### src/hw/rtl/wcdt_pkg.sv
// shared types, constants and table sizing for the client discovery table
package wcdt_pkg;

  localparam int TABLE_DEPTH = 15;
  localparam int IDX_W  = (TABLE_DEPTH > 1) ? $clog2(TABLE_DEPTH) : 1;
  localparam int FILL_W = $clog2(TABLE_DEPTH + 1);

  localparam int ADDR_W   = 48;
  localparam int SIGNAL_W = 8;
  localparam int TIME_W   = 32;
  localparam int REC_W    = ADDR_W + SIGNAL_W + TIME_W;

  localparam logic [1:0] KIND_DATA = 2'd0;
  localparam logic [1:0] KIND_MGMT = 2'd1;

  localparam logic [7:0] BROADCAST_BYTE = 8'hFF;
  // group bit sits in the low bit of the first address byte
  localparam int GROUP_BIT_POS = 40;

  typedef enum logic [2:0] {
    OUT_WRONG_KIND = 3'd0,
    OUT_FULL       = 3'd1,
    OUT_NO_MATCH   = 3'd2,
    OUT_MULTICAST  = 3'd3,
    OUT_REFRESHED  = 3'd4,
    OUT_ADDED      = 3'd5
  } outcome_t;

  typedef enum logic [1:0] {
    ST_IDLE,
    ST_CLASSIFY,
    ST_SCAN,
    ST_COMMIT
  } state_t;

  typedef struct packed {
    logic     load;
    logic     scan_start;
    logic     scan_run;
    logic     outcome_load;
    outcome_t outcome;
    logic     commit;
  } cmd_t;

  typedef struct packed {
    logic kind_ok;
    logic full;
    logic match;
    logic multicast;
    logic fill_zero;
    logic hit;
    logic last;
    logic out_free;
  } status_t;

endpackage

### src/hw/rtl/wcdt_ram.sv
// generic simple dual-port ram with registered read
module wcdt_ram #(
  parameter int WIDTH = 8,
  parameter int DEPTH = 16
) (
  input  logic                                       clk,
  input  logic                                       we,
  input  logic [((DEPTH > 1) ? $clog2(DEPTH) : 1)-1:0] waddr,
  input  logic [WIDTH-1:0]                           wdata,
  input  logic                                       re,
  input  logic [((DEPTH > 1) ? $clog2(DEPTH) : 1)-1:0] raddr,
  output logic [WIDTH-1:0]                           rdata
);

  logic [WIDTH-1:0] mem [DEPTH];

  always_ff @(posedge clk) begin
    if (we) begin
      mem[waddr] <= wdata;
    end
    if (re) begin
      rdata <= mem[raddr];
    end
  end

endmodule

### src/hw/rtl/wcdt_ctrl.sv
// sequencer for classify, table scan and commit of one frame request
module wcdt_ctrl (
  input  logic              clk,
  input  logic              rst,
  input  logic              s_tvalid,
  output logic              s_tready,
  input  wcdt_pkg::status_t status,
  output wcdt_pkg::cmd_t    cmd
);

  wcdt_pkg::state_t state;
  wcdt_pkg::state_t state_next;

  always_ff @(posedge clk) begin
    if (rst) begin
      state <= wcdt_pkg::ST_IDLE;
    end else begin
      state <= state_next;
    end
  end

  always_comb begin
    state_next = state;
    case (state)
      wcdt_pkg::ST_IDLE: begin
        if (s_tvalid) begin
          state_next = wcdt_pkg::ST_CLASSIFY;
        end
      end
      wcdt_pkg::ST_CLASSIFY: begin
        if (!status.kind_ok || status.full || !status.match || status.multicast ||
            status.fill_zero) begin
          state_next = wcdt_pkg::ST_COMMIT;
        end else begin
          state_next = wcdt_pkg::ST_SCAN;
        end
      end
      wcdt_pkg::ST_SCAN: begin
        if (status.hit || status.last) begin
          state_next = wcdt_pkg::ST_COMMIT;
        end
      end
      wcdt_pkg::ST_COMMIT: begin
        if (status.out_free) begin
          state_next = wcdt_pkg::ST_IDLE;
        end
      end
      default: state_next = wcdt_pkg::ST_IDLE;
    endcase
  end

  always_comb begin
    cmd          = '0;
    cmd.outcome  = wcdt_pkg::OUT_WRONG_KIND;
    s_tready     = 1'b0;
    case (state)
      wcdt_pkg::ST_IDLE: begin
        s_tready = 1'b1;
        cmd.load = s_tvalid;
      end
      wcdt_pkg::ST_CLASSIFY: begin
        cmd.outcome_load = 1'b1;
        cmd.scan_start   = 1'b1;
        if (!status.kind_ok) begin
          cmd.outcome = wcdt_pkg::OUT_WRONG_KIND;
        end else if (status.full) begin
          cmd.outcome = wcdt_pkg::OUT_FULL;
        end else if (!status.match) begin
          cmd.outcome = wcdt_pkg::OUT_NO_MATCH;
        end else if (status.multicast) begin
          cmd.outcome = wcdt_pkg::OUT_MULTICAST;
        end else if (status.fill_zero) begin
          cmd.outcome = wcdt_pkg::OUT_ADDED;
        end else begin
          cmd.outcome_load = 1'b0;
        end
      end
      wcdt_pkg::ST_SCAN: begin
        cmd.scan_run = 1'b1;
        if (status.hit) begin
          cmd.outcome_load = 1'b1;
          cmd.outcome      = wcdt_pkg::OUT_REFRESHED;
        end else if (status.last) begin
          cmd.outcome_load = 1'b1;
          cmd.outcome      = wcdt_pkg::OUT_ADDED;
        end
      end
      wcdt_pkg::ST_COMMIT: begin
        cmd.commit = status.out_free;
      end
      default: begin
        cmd = '0;
      end
    endcase
  end

endmodule

### src/hw/rtl/wcdt_datapath.sv
// frame registers, client selection, table scan compare and result register
module wcdt_datapath (
  input  logic                            clk,
  input  logic                            rst,
  input  logic                            cfg_wen,
  input  logic [wcdt_pkg::ADDR_W-1:0]     cfg_wdata,
  input  logic [183:0]                    s_tdata,
  input  logic [1:0]                      s_tuser,
  output logic                            m_tvalid,
  input  logic                            m_tready,
  output logic [7:0]                      m_tdata,
  output logic [2:0]                      m_tuser,
  input  wcdt_pkg::cmd_t                  cmd,
  output wcdt_pkg::status_t               status
);

  localparam int IW = wcdt_pkg::IDX_W;
  localparam int FW = wcdt_pkg::FILL_W;

  logic [wcdt_pkg::ADDR_W-1:0]   watched;
  logic [1:0]                    kind;
  logic [wcdt_pkg::ADDR_W-1:0]   a1;
  logic [wcdt_pkg::ADDR_W-1:0]   a2;
  logic [wcdt_pkg::ADDR_W-1:0]   a3;
  logic [wcdt_pkg::SIGNAL_W-1:0] sig;
  logic [wcdt_pkg::TIME_W-1:0]   now;

  logic [FW-1:0] fill;
  logic [FW-1:0] fill_next;
  logic [FW-1:0] idx;
  logic [FW-1:0] cmp_idx;
  logic          cmp_valid;
  logic [IW-1:0] slot;
  wcdt_pkg::outcome_t outcome;

  logic                          sel_a2;
  logic                          sel_a1;
  logic [wcdt_pkg::ADDR_W-1:0]   station;
  logic                          issue_ok;
  logic                          ram_re;
  logic                          ram_we;
  logic [IW-1:0]                 ram_waddr;
  logic [wcdt_pkg::REC_W-1:0]    ram_rdata;
  logic [IW+3:0]                 slot_wide;
  logic [FW+3:0]                 total_wide;

  // configuration register
  always_ff @(posedge clk) begin
    if (rst) begin
      watched <= '0;
    end else if (cfg_wen) begin
      watched <= cfg_wdata;
    end
  end

  // frame capture, fields from the lowest bit up
  always_ff @(posedge clk) begin
    if (cmd.load) begin
      a1   <= s_tdata[47:0];
      a2   <= s_tdata[95:48];
      a3   <= s_tdata[143:96];
      sig  <= s_tdata[151:144];
      now  <= s_tdata[183:152];
      kind <= s_tuser;
    end
  end

  // client address selection
  always_comb begin
    sel_a2  = (a3 == watched) && (a2 != watched);
    sel_a1  = (a2 == watched) && (a1 != watched) &&
              (a1[47:40] != wcdt_pkg::BROADCAST_BYTE);
    station = sel_a2 ? a2 : a1;
  end

  // scan pipeline: read issue, then compare in the following cycle
  assign issue_ok = idx < fill;
  assign ram_re   = cmd.scan_run && issue_ok;

  always_ff @(posedge clk) begin
    if (rst) begin
      cmp_valid <= 1'b0;
    end else if (cmd.scan_start) begin
      cmp_valid <= 1'b0;
    end else if (cmd.scan_run) begin
      cmp_valid <= issue_ok;
    end
  end

  always_ff @(posedge clk) begin
    if (cmd.scan_start) begin
      idx <= '0;
    end else if (cmd.scan_run) begin
      idx     <= idx + FW'(1);
      cmp_idx <= idx;
    end
  end

  // outcome and slot of the current request
  always_ff @(posedge clk) begin
    if (cmd.outcome_load) begin
      outcome <= cmd.outcome;
      case (cmd.outcome)
        wcdt_pkg::OUT_REFRESHED: slot <= cmp_idx[IW-1:0];
        wcdt_pkg::OUT_ADDED:     slot <= fill[IW-1:0];
        default:                 slot <= '0;
      endcase
    end
  end

  assign ram_we    = cmd.commit &&
                     (outcome == wcdt_pkg::OUT_REFRESHED || outcome == wcdt_pkg::OUT_ADDED);
  assign ram_waddr = slot;
  assign fill_next = (cmd.commit && outcome == wcdt_pkg::OUT_ADDED) ? fill + FW'(1) : fill;

  always_ff @(posedge clk) begin
    if (rst) begin
      fill <= '0;
    end else begin
      fill <= fill_next;
    end
  end

  wcdt_ram #(
    .WIDTH(wcdt_pkg::REC_W),
    .DEPTH(wcdt_pkg::TABLE_DEPTH)
  ) u_table (
    .clk  (clk),
    .we   (ram_we),
    .waddr(ram_waddr),
    .wdata({now, sig, station}),
    .re   (ram_re),
    .raddr(idx[IW-1:0]),
    .rdata(ram_rdata)
  );

  // result register
  assign slot_wide  = {4'd0, slot};
  assign total_wide = {4'd0, fill_next};

  always_ff @(posedge clk) begin
    if (rst) begin
      m_tvalid <= 1'b0;
    end else if (cmd.commit) begin
      m_tvalid <= 1'b1;
    end else if (m_tready) begin
      m_tvalid <= 1'b0;
    end
  end

  always_ff @(posedge clk) begin
    if (cmd.commit) begin
      m_tuser <= outcome;
      m_tdata <= {total_wide[3:0], slot_wide[3:0]};
    end
  end

  always_comb begin
    status.kind_ok   = (kind == wcdt_pkg::KIND_DATA) || (kind == wcdt_pkg::KIND_MGMT);
    status.full      = fill >= FW'(wcdt_pkg::TABLE_DEPTH);
    status.match     = sel_a2 || sel_a1;
    status.multicast = station[wcdt_pkg::GROUP_BIT_POS];
    status.fill_zero = fill == '0;
    status.hit       = cmp_valid &&
                       (ram_rdata[wcdt_pkg::ADDR_W-1:0] == station);
    status.last      = cmp_valid && (cmp_idx == fill - FW'(1));
    status.out_free  = !m_tvalid || m_tready;
  end

endmodule

### src/hw/rtl/wlan_client_discovery_table_unit.sv
// frames rejected before lookup, and the first client of an empty table, go from
// classify straight to commit; a lookup reads the stored clients, fourteen at
// most, one entry per cycle through the table ram read port until a hit or the end
// throughput: one request at a time; the next is taken once the result is in
// the output register; rst (synchronous) clears the fill count, the watched
// address and all control state, table contents stay undefined until written
module wlan_client_discovery_table_unit (
  input  logic         clk,
  input  logic         rst,
  // configuration: watched access point address
  input  logic         cfg_wen,
  input  logic [47:0]  cfg_wdata,
  // frame request
  input  logic         s_tvalid,
  output logic         s_tready,
  // addr_one[47:0], addr_two[95:48], addr_three[143:96],
  // signal_dbm[151:144], time_ms[183:152]
  input  logic [183:0] s_tdata,
  // frame_kind[1:0]
  input  logic [1:0]   s_tuser,
  // result request
  output logic         m_tvalid,
  input  logic         m_tready,
  // entry_index[3:0], client_total[7:4]
  output logic [7:0]   m_tdata,
  // outcome[2:0]
  output logic [2:0]   m_tuser
);

  wcdt_pkg::cmd_t    cmd;
  wcdt_pkg::status_t status;

  // controller: idle, classify, scan, commit
  wcdt_ctrl u_ctrl (
    .clk     (clk),
    .rst     (rst),
    .s_tvalid(s_tvalid),
    .s_tready(s_tready),
    .status  (status),
    .cmd     (cmd)
  );

  // datapath: frame capture, address match, table ram and output register
  wcdt_datapath u_datapath (
    .clk      (clk),
    .rst      (rst),
    .cfg_wen  (cfg_wen),
    .cfg_wdata(cfg_wdata),
    .s_tdata  (s_tdata),
    .s_tuser  (s_tuser),
    .m_tvalid (m_tvalid),
    .m_tready (m_tready),
    .m_tdata  (m_tdata),
    .m_tuser  (m_tuser),
    .cmd      (cmd),
    .status   (status)
  );

endmodule

### config.mk
export PLATFORM = sky130hd
export DESIGN_NAME = wlan_client_discovery_table_unit
export DESIGN_NICKNAME = d
export VERILOG_FILES = /design/src/hw/rtl/wcdt_pkg.sv /design/src/hw/rtl/wcdt_ram.sv /design/src/hw/rtl/wcdt_ctrl.sv /design/src/hw/rtl/wcdt_datapath.sv /design/src/hw/rtl/wlan_client_discovery_table_unit.sv
export SDC_FILE = /design/constraint.sdc
export NUM_CORES = 1
export LEC_CHECK = 0
export ABC_AREA = 0
export ABC_CLOCK_PERIOD_IN_PS = 14600
export BUFFER_PORTS_ARGS = -buffer_cell sky130_fd_sc_hd__buf_2
export CAP_MARGIN = 20
export CORE_MARGIN = 3
export CORE_UTILIZATION = 40
export DETAILED_ROUTE_END_ITERATION = 16
export PLACE_DENSITY = 0.55
export SYNTH_ARGS = -nofsm -noshare
export SYNTH_HDL_FRONTEND = slang
export SYNTH_SLANG_ARGS = --single-unit
### constraint.sdc
create_clock -name clk -period 14.6 [get_ports clk]
set_input_delay 2.92 -clock clk [delete_from_list [all_inputs] [get_ports clk]]
set_output_delay 2.92 -clock clk [all_outputs]
set_load 0.005 [all_outputs]
==> results of run 1 <==
[cells in the final DEF, fill, tap and decap left out, types with 65 or more instances in the layout]
cell type and instances:
edfxtp_1 935, xnor2_1 122, nor2_1 73, clkbuf_16 107, nand2_1 173, xor2_1 70
mux4_2 192, mux2i_1 102, buf_2 210, nor2b_1 65
[how the worst max path moves through the flow]
stage               startpoint                             end  slack (ns)  depth (start not counted)
detailed placement    m_tready   u_datapath.u_table.mem[12][6]        8.13                          8
finish                m_tready  u_datapath.u_table.mem[12][26]        8.92                          8
global placement      m_tready   u_datapath.u_table.mem[12][6]        8.19                          8
floorplan             m_tready    u_datapath.u_table.mem[0][0]        6.34                          6
global route          m_tready  u_datapath.u_table.mem[12][35]        8.80                          8
CTS                   m_tready  u_datapath.u_table.mem[12][35]        8.85                          8
[critical path, cell delays in order]
cell	delay, ns
buf_2	0.08
nor2b_1	0.07
nor2b_1	0.12
buf_4	0.21
and3b_1	0.33
or3b_2	0.60
nor2_4	0.86
buf_4	0.72
[power breakdown]
| part | switching [mW] | internal [mW] |
|---|---|---|
| registers | 0.270 | 3.41 |
| logic | 0.661 | 0.510 |
| clock network | 1.07 | 1.50 |
[area by class of cell]
| type | instances | area (µm²) | area share [%] |
|---|---|---|---|
| Clock inverter | 54 | 455 | 0.982 |
| Multi-Input combinational cell | 1115 | 10600 | 22.8 |
| Timing Repair Buffer | 256 | 1430 | 3.08 |
| Inverter | 45 | 169 | 0.364 |
| Tap cell | 1287 | 1610 | 3.47 |
| Antenna cell | 5 | 12.5 | 0.0270 |
| Sequential cell | 995 | 29300 | 63.1 |
| Clock buffer | 136 | 2860 | 6.16 |
[synth_stat cells (22+ instances only)]
cell and instances:
xnor2_1 122, clkbuf_1 67, dfxtp_1 60, edfxtp_1 935, mux4_2 192, mux2i_1 102, nor2_1 85, o21ai_0 62
nand2b_1 22, nor4_1 42, nand2_1 173, inv_1 45, xor2_1 70, nand4_1 45, nor2b_1 65
[sequential cells by signal (all words and copies together), names as in the netlist, 3 cells and up]
signal / count
u_datapath.a2: 48
u_datapath.cmp_idx: 4
u_datapath.idx: 4
u_datapath.m_tuser: 3
u_datapath.fill: 4
u_datapath.ram_waddr: 4
u_datapath.outcome: 3
u_datapath.u_table.mem: 720
u_datapath.a1: 48
u_datapath.watched: 48
u_datapath.u_table.rdata: 48
u_datapath.a3: 48
u_datapath.m_tdata: 8
[cells by family after synthesis]
| family | synth area share [%] |
|---|---|
| fa+ha+maj | 0.311 |
| compound gates | 2.04 |
| buf+inv | 1.29 |
| flops | 72.7 |
| mux | 13.3 |
| simple gates | 6.12 |
| xor+xnor | 4.18 |
[layer usage]
layer | GRT usage, % | part of all wire (%) | routed length, µm | vias up
met2 | 37.0 | 47 | 57100 | 879
met1 | 32.9 | 43 | 52000 | 11600
met5 | 0 | 0.0099 | 12 | -
met3 | 4.28 | 7.2 | 8760 | 175
li1 | - | - | - | 9391
met4 | 6.84 | 3.1 | 3730 | 2
==> flow_summary.ini, run 1 <==
[floorplan]
floorplan.initialDensity_pct = 40.6
rows = 115
core_um2 = 99100
dieWidth_um = 323
dieArea_um2 = 104000
ios = 252
die_h_um = 323

[routing]
drt_iter0_markers = 2210
totalWireLength_um = 122000
num_vias = 22000
antenna_left = 0
firstDrtPassIters = 5
routedWlPerCell_um = 31.2
post_drt_via_cell_ratio = 5.66
drc = 0

[placement]
place_inst = 3697
routabilityCongestion = 0.951
dp_slack_ns = 8.13
dp_hpwl_um = 79200
io_buffers = 210
placed_area_um2 = 43100

[worst_setup_path]
worstReg2RegStart = u_datapath.a2[8]
r2r-end = u_datapath.ram_waddr[0]
critPathMaxFanout = 29
endpoint_kind = flop
crit_type = primary input to flop
r2r_cells = 11
r2r_slack_ns = 9.17
required_ns = 14.90
cp.arrival_ns = 5.98
crit_path_start_kind = primary input

[synthesis]
synthTopCellsByArea = edfxtp_1 (70%), mux4_2 (11%), dfxtp_1 (3.0%)
synth_top_area_share_pct = 69.8
ys_types = 57
netlist_area_um2 = 40300
yosys_register_bits = 995
synth_cells = 2242
synth_seq_area_share_pct = 72.7
avgSynthCellArea_um2 = 18.0
synth.net_count = 2491
async_flop_share_pct = 0
synth_edf_count = 935
ys.flop_type = edfxtp_1
yosys.area.top_type = edfxtp_1
ys_warn_count = 0

[power_and_ir_drop]
p_leak_nw = 15.1
power_mw = 7.42
power_density_nw_per_um2 = 160
vdd_drop_max_uv = 97.4

[grt]
antenna_found_initial = 7
grt_pass1_wl_um = 169000
grt_usage_pct = 23.3
grt_overflow_total = 0
grt_pass1_vias = 22000
grt_max_degree = 99

[timing]
worst_slack_ns = 8.92
relSlewSlack_pct = 28.0
drv_slew = 0
fmax_mhz = 176
tightestPinTransition_ns = 1.08
rsz0062_at_grt = false
finalCritPeriodShare_pct = 38.9
skew_ns = 0.0219
holdWs_ns = 0.442
fin_crit_ns = 5.68
setup_viol_count_final = 0
tns_ns = 0
finalHoldViolCount = 0

[flow_run]
maxCapViolCount = 0

[cells_and_area]
finish.utilization_pct = 46.8
syn_to_final_growth_pct = 15.3
fin_cells = 3893
fin_nets = 2765
drive_above_1_share_pct = 24.0
fin_area_um2 = 46400
fillers = 8402

[cts]
ctsResizeCount = 0
cts_tree = done
cts_hold_buf = 0
cts_buffers = 103
htree_levels = 3
path_clk_slew_ns = 0.06
clock-sinks = 995
post_cts_buffers = 0
clockBufferDepth = 3
cts-root-buf = clkbuf_16
clk_latency_ns = 0.67

[run_status]
status = complete, no violations

[hold_path]
min_delay_path_depth = 0
holdPathEnd = u_datapath.m_tuser[2]
min_from = u_datapath.outcome[2]
min_path_type = flop to flop
(Power assumes the default switching activity.)
==> run 2: changes to the inputs <==
ABC_CLOCK_PERIOD_IN_PS = 5900   (was 14600)
clock period = 5.9 ns   (was 14.6 ns; I/O delays follow)
==> flow_summary.ini, run 2 (synthesis results as in run 1) <==
[run_status]
status = complete, no violations

[cells_and_area]
layout_common_cells = edfxtp_1 (935), buf_2 (210), mux4_2 (192)
regMostFlops = u_datapath.u_table.mem
layout_commonest_cell = edfxtp_1
largest_reg_flops = 720
fin_nets = 2774
syn_to_final_growth_pct = 16.5
drive_above_1_share_pct = 24.6

[power_and_ir_drop]
vdd_drop_max_uv = 266
power_density_nw_per_um2 = 398
p_leak_nw = 15.2
power_mw = 18.7

[timing]
setup_viol_count_final = 0
drv_slew = 0
finalCritPeriodShare_pct = 79.6
finalHoldViolCount = 0
fin_crit_ns = 4.70
tightestPinTransition_ns = 1.04
skew_ns = 0.0181
relSlewSlack_pct = 30.4
tns_ns = 0
rsz0062_at_grt = false
fmax_mhz = 213

[routing]
drc = 0
drt_iter0_markers = 2373
post_drt_via_cell_ratio = 5.72
firstDrtPassIters = 5
antenna_left = 0
routedWlPerCell_um = 31.4
totalWireLength_um = 122000
num_vias = 22300

[cts]
cts_hold_buf = 0
cts_tree = done
clockBufferDepth = 3
post_cts_buffers = 0
cts-root-buf = clkbuf_16
clock-sinks = 995
cts_buffers = 102
path_clk_slew_ns = 0.06
ctsResizeCount = 0
htree_levels = 3
clk_latency_ns = 0.68

[floorplan]
floorplan.initialDensity_pct = 40.6
core_um2 = 99100
dieArea_um2 = 104000
ios = 252
rows = 115
dieWidth_um = 323
die_h_um = 323

[grt]
grt_pass1_wl_um = 169000
grt_overflow_total = 0
grt_pass1_vias = 22000
grt_usage_pct = 23.3
grt_max_degree = 139
antenna_found_initial = 8

[worst_setup_path]
required_ns = 6.25
critPathMaxFanout = 25
r2r_slack_ns = 1.21
crit_type = flop to flop
crit_path_start_kind = flop
cp.arrival_ns = 5.05
endpoint_kind = flop

[placement]
dp_hpwl_um = 77500
routabilityCongestion = 0.963
io_buffers = 210

[hold_path]
min_path_type = flop to flop

[flow_run]
maxCapViolCount = 0
==> run 2: final timing paths <==
check,from,end,depth (start not counted)
worst max-delay path,u_datapath.a2[8],u_datapath.ram_waddr[1],11
worst min-delay path,u_datapath.outcome[2],u_datapath.m_tuser[2],0
worst max register to register,u_datapath.a2[8],u_datapath.ram_waddr[1],11
worst min register to register,u_datapath.outcome[2],u_datapath.m_tuser[2],0
==> run 2: per-layer routing <==
metal	GRT usage [%]	part of all wire, %	up-vias
met1	33.5	44	11800
li1	-	-	9401
met2	37.2	47	922
met3	3.50	6.5	167
met4	6.71	2.5	6
met5	0	0.034	-
==> run 2: metrics by stage <==
stage,hold WS (ns),instances,util [%],cell area [µm²],setup WS [ns]
after CTS,0.450,3892,47.3,46800,1.19
final,0.448,3898,47.3,46900,1.21
after global routing,0.460,3896,47.3,46900,1.02
after detailed placement,0.435,3707,43.8,43400,1.22
after global placement,0.449,3707,43.8,43400,1.17
after floorplan,0.418,2242,-,40300,0.534
==> run 2: critical path, cell delays in order (launching register included) <==
cell and delay [ns]:
edfxtp_1 0.58, xnor2_1 0.27, nand4_1 0.12, nor4_1 0.43
nand3_1 0.28, nand2b_2 0.73, buf_4 0.40, and4_1 0.29
o221ai_1 0.12, a2111o_1 0.54, a21oi_1 0.27, o21a_1 0.33
==> run 2: layout make-up <==
| class | instances | area, µm² |
|---|---|---|
| clock buffers | 126 | 2770 |
| multi-input cells | 1115 | 10600 |
| well taps | 1287 | 1610 |
| repair buffers | 266 | 1750 |
| clock inverters | 59 | 684 |
| inverters | 45 | 169 |
| flip-flops and latches | 995 | 29300 |
| diodes | 5 | 12.5 |
| fillers | 8313 | 52300 |
==> run 2: power by group <==
part	leakage (nW)	total [mW]	internal (mW)	switching (mW)
clock network	1.69	6.62	3.97	2.65
logic	4.58	2.97	1.29	1.68
registers	8.98	9.08	8.44	0.634
total	15.2	18.7	13.7	4.97
==> run 3: changes to the inputs <==
ABC_CLOCK_PERIOD_IN_PS = 4800   (was 5900)
clock period = 4.8 ns   (was 5.9 ns; I/O delays follow)
==> flow_summary.ini, run 3 (synthesis results as in run 1) <==
[run_status]
status = complete, no violations

[cells_and_area]
syn_to_final_growth_pct = 17.0
finish.utilization_pct = 47.5
layout_common_cells = edfxtp_1 (935), buf_2 (210), mux4_2 (192)
regMostFlops = u_datapath.u_table.mem
drive_above_1_share_pct = 25.3
largest_reg_flops = 720
layout_commonest_cell = edfxtp_1
fin_area_um2 = 47100
fin_nets = 2816

[placement]
routabilityCongestion = 0.980
dp_hpwl_um = 82300
dp_slack_ns = 0.338
placed_area_um2 = 43800
io_buffers = 210

[cts]
ctsResizeCount = 0
clockBufferDepth = 3
clock-sinks = 995
path_clk_slew_ns = 0.06
htree_levels = 3
cts_hold_buf = 0
post_cts_buffers = 0
cts_buffers = 104
cts_tree = done
cts-root-buf = clkbuf_16
clk_latency_ns = 0.69

[routing]
antenna_left = 0
firstDrtPassIters = 7
routedWlPerCell_um = 31.1
totalWireLength_um = 123000
wl_met3_um = 9000
wl_met1_um = 52600
top_layer = met5
wl_met2_um = 57800
drt_iter0_markers = 2304
num_vias = 22100
drc = 0
post_drt_via_cell_ratio = 5.61

[floorplan]
die_h_um = 323
rows = 115
dieWidth_um = 323
ios = 252
dieArea_um2 = 104000
core_um2 = 99100
floorplan.initialDensity_pct = 40.6

[worst_setup_path]
critPathMaxStageDelay_ns = 0.58
critPathMaxFanout = 17
cp.arrival_ns = 4.86
crit_path_start_kind = flop
cpMaxStageDelayCell = nor4b_1
crit_type = flop to flop
r2r_slack_ns = 0.35
critPathMostFrequentCell = buf_4
r2r-end = u_datapath.ram_waddr[0]
cp_cell_sequence = xnor2_1 -> nand4_1 -> nor4_1 -> nand3_1 -> nand2b_2 -> buf_4 -> o2111ai_1 -> o21ai_0 -> nor4b_1 -> buf_4 -> a211oi_1 -> o2111a_1
worstReg2RegStart = u_datapath.a2[11]
r2r_cells = 12
required_ns = 5.21
endpoint_kind = flop

[timing]
drv_slew = 0
rsz0062_at_grt = false
worst_slack_ns = 0.352
relSlewSlack_pct = 22.1
tightestPinTransition_ns = 1.17
fin_crit_ns = 4.45
tns_ns = 0
skew_ns = 0.0263
setup_viol_count_final = 0
fmax_mhz = 225
finalCritPeriodShare_pct = 92.7
finalHoldViolCount = 0

[hold_path]
min_from = u_datapath.outcome[1]
min_path_type = flop to flop
holdPathEnd = u_datapath.m_tuser[1]
min_delay_path_depth = 0

[flow_run]
maxCapViolCount = 0

[power_and_ir_drop]
power_density_nw_per_um2 = 479
vdd_drop_max_uv = 277
p_leak_nw = 15.4
power_mw = 22.6

[grt]
grt_usage_pct = 23.5
grt_overflow_total = 0
grt_pass1_vias = 22600
grt_max_degree = 96
grt_pass1_wl_um = 171000
antenna_found_initial = 7
==> run 3: worst max-delay path by stage <==
stage / start / to / cells past startpoint
after global routing: u_datapath.a2[11] / u_datapath.ram_waddr[0] / 12
after global placement: u_datapath.a2[11] / u_datapath.ram_waddr[1] / 12
final: u_datapath.a2[11] / u_datapath.ram_waddr[0] / 12
after floorplan: m_tready / u_datapath.u_table.mem[4][0] / 6
after CTS: u_datapath.a2[11] / u_datapath.ram_waddr[0] / 12
after detailed placement: u_datapath.a2[11] / u_datapath.ram_waddr[0] / 12
==> run 3: stage by stage <==
step	instances	hold WS [ns]
global route	3941	0.408
CTS	3937	0.398
global placement	3746	0.435
floorplan	2242	0.418
detailed placement	3746	0.429
finish	3944	0.443
==> run 3: report_power, final <==
group / switching (mW) / total, mW / internal [mW] / leakage [nW]
logic: 2.06 / 3.72 / 1.65 / 4.82
clock network: 3.27 / 7.67 / 4.40 / 1.59
registers: 0.807 / 11.2 / 10.4 / 8.98
==> run 3: final cells by class <==
cell class / count / area, µm²
Clock buffer: 144 / 2840
Clock inverter: 47 / 418
Sequential cell: 995 / 29300
Fill cell: 8319 / 52000
Multi-Input combinational cell: 1115 / 10600
Tap cell: 1287 / 1610
Timing Repair Buffer: 306 / 2170
Inverter: 45 / 169
Antenna cell: 5 / 12.5
==> run 3: worst max-delay path, delay by kind of cell, from the launching register on <==
| family | cells | cell delay (ns) |
|---|---|---|
| xor+xnor | 1 | 0.39 |
| flops | 1 | 0.43 |
| compound gates | 4 | 0.65 |
| simple gates | 5 | 2.04 |
| buf+inv | 2 | 0.64 |
==> run 3: per-layer routing <==
metal	vias to the layer above	GRT usage (%)
li1	9487	-
met1	11700	33.0
met2	840	37.6
met3	154	4.96
met4	6	6.37
met5	-	0
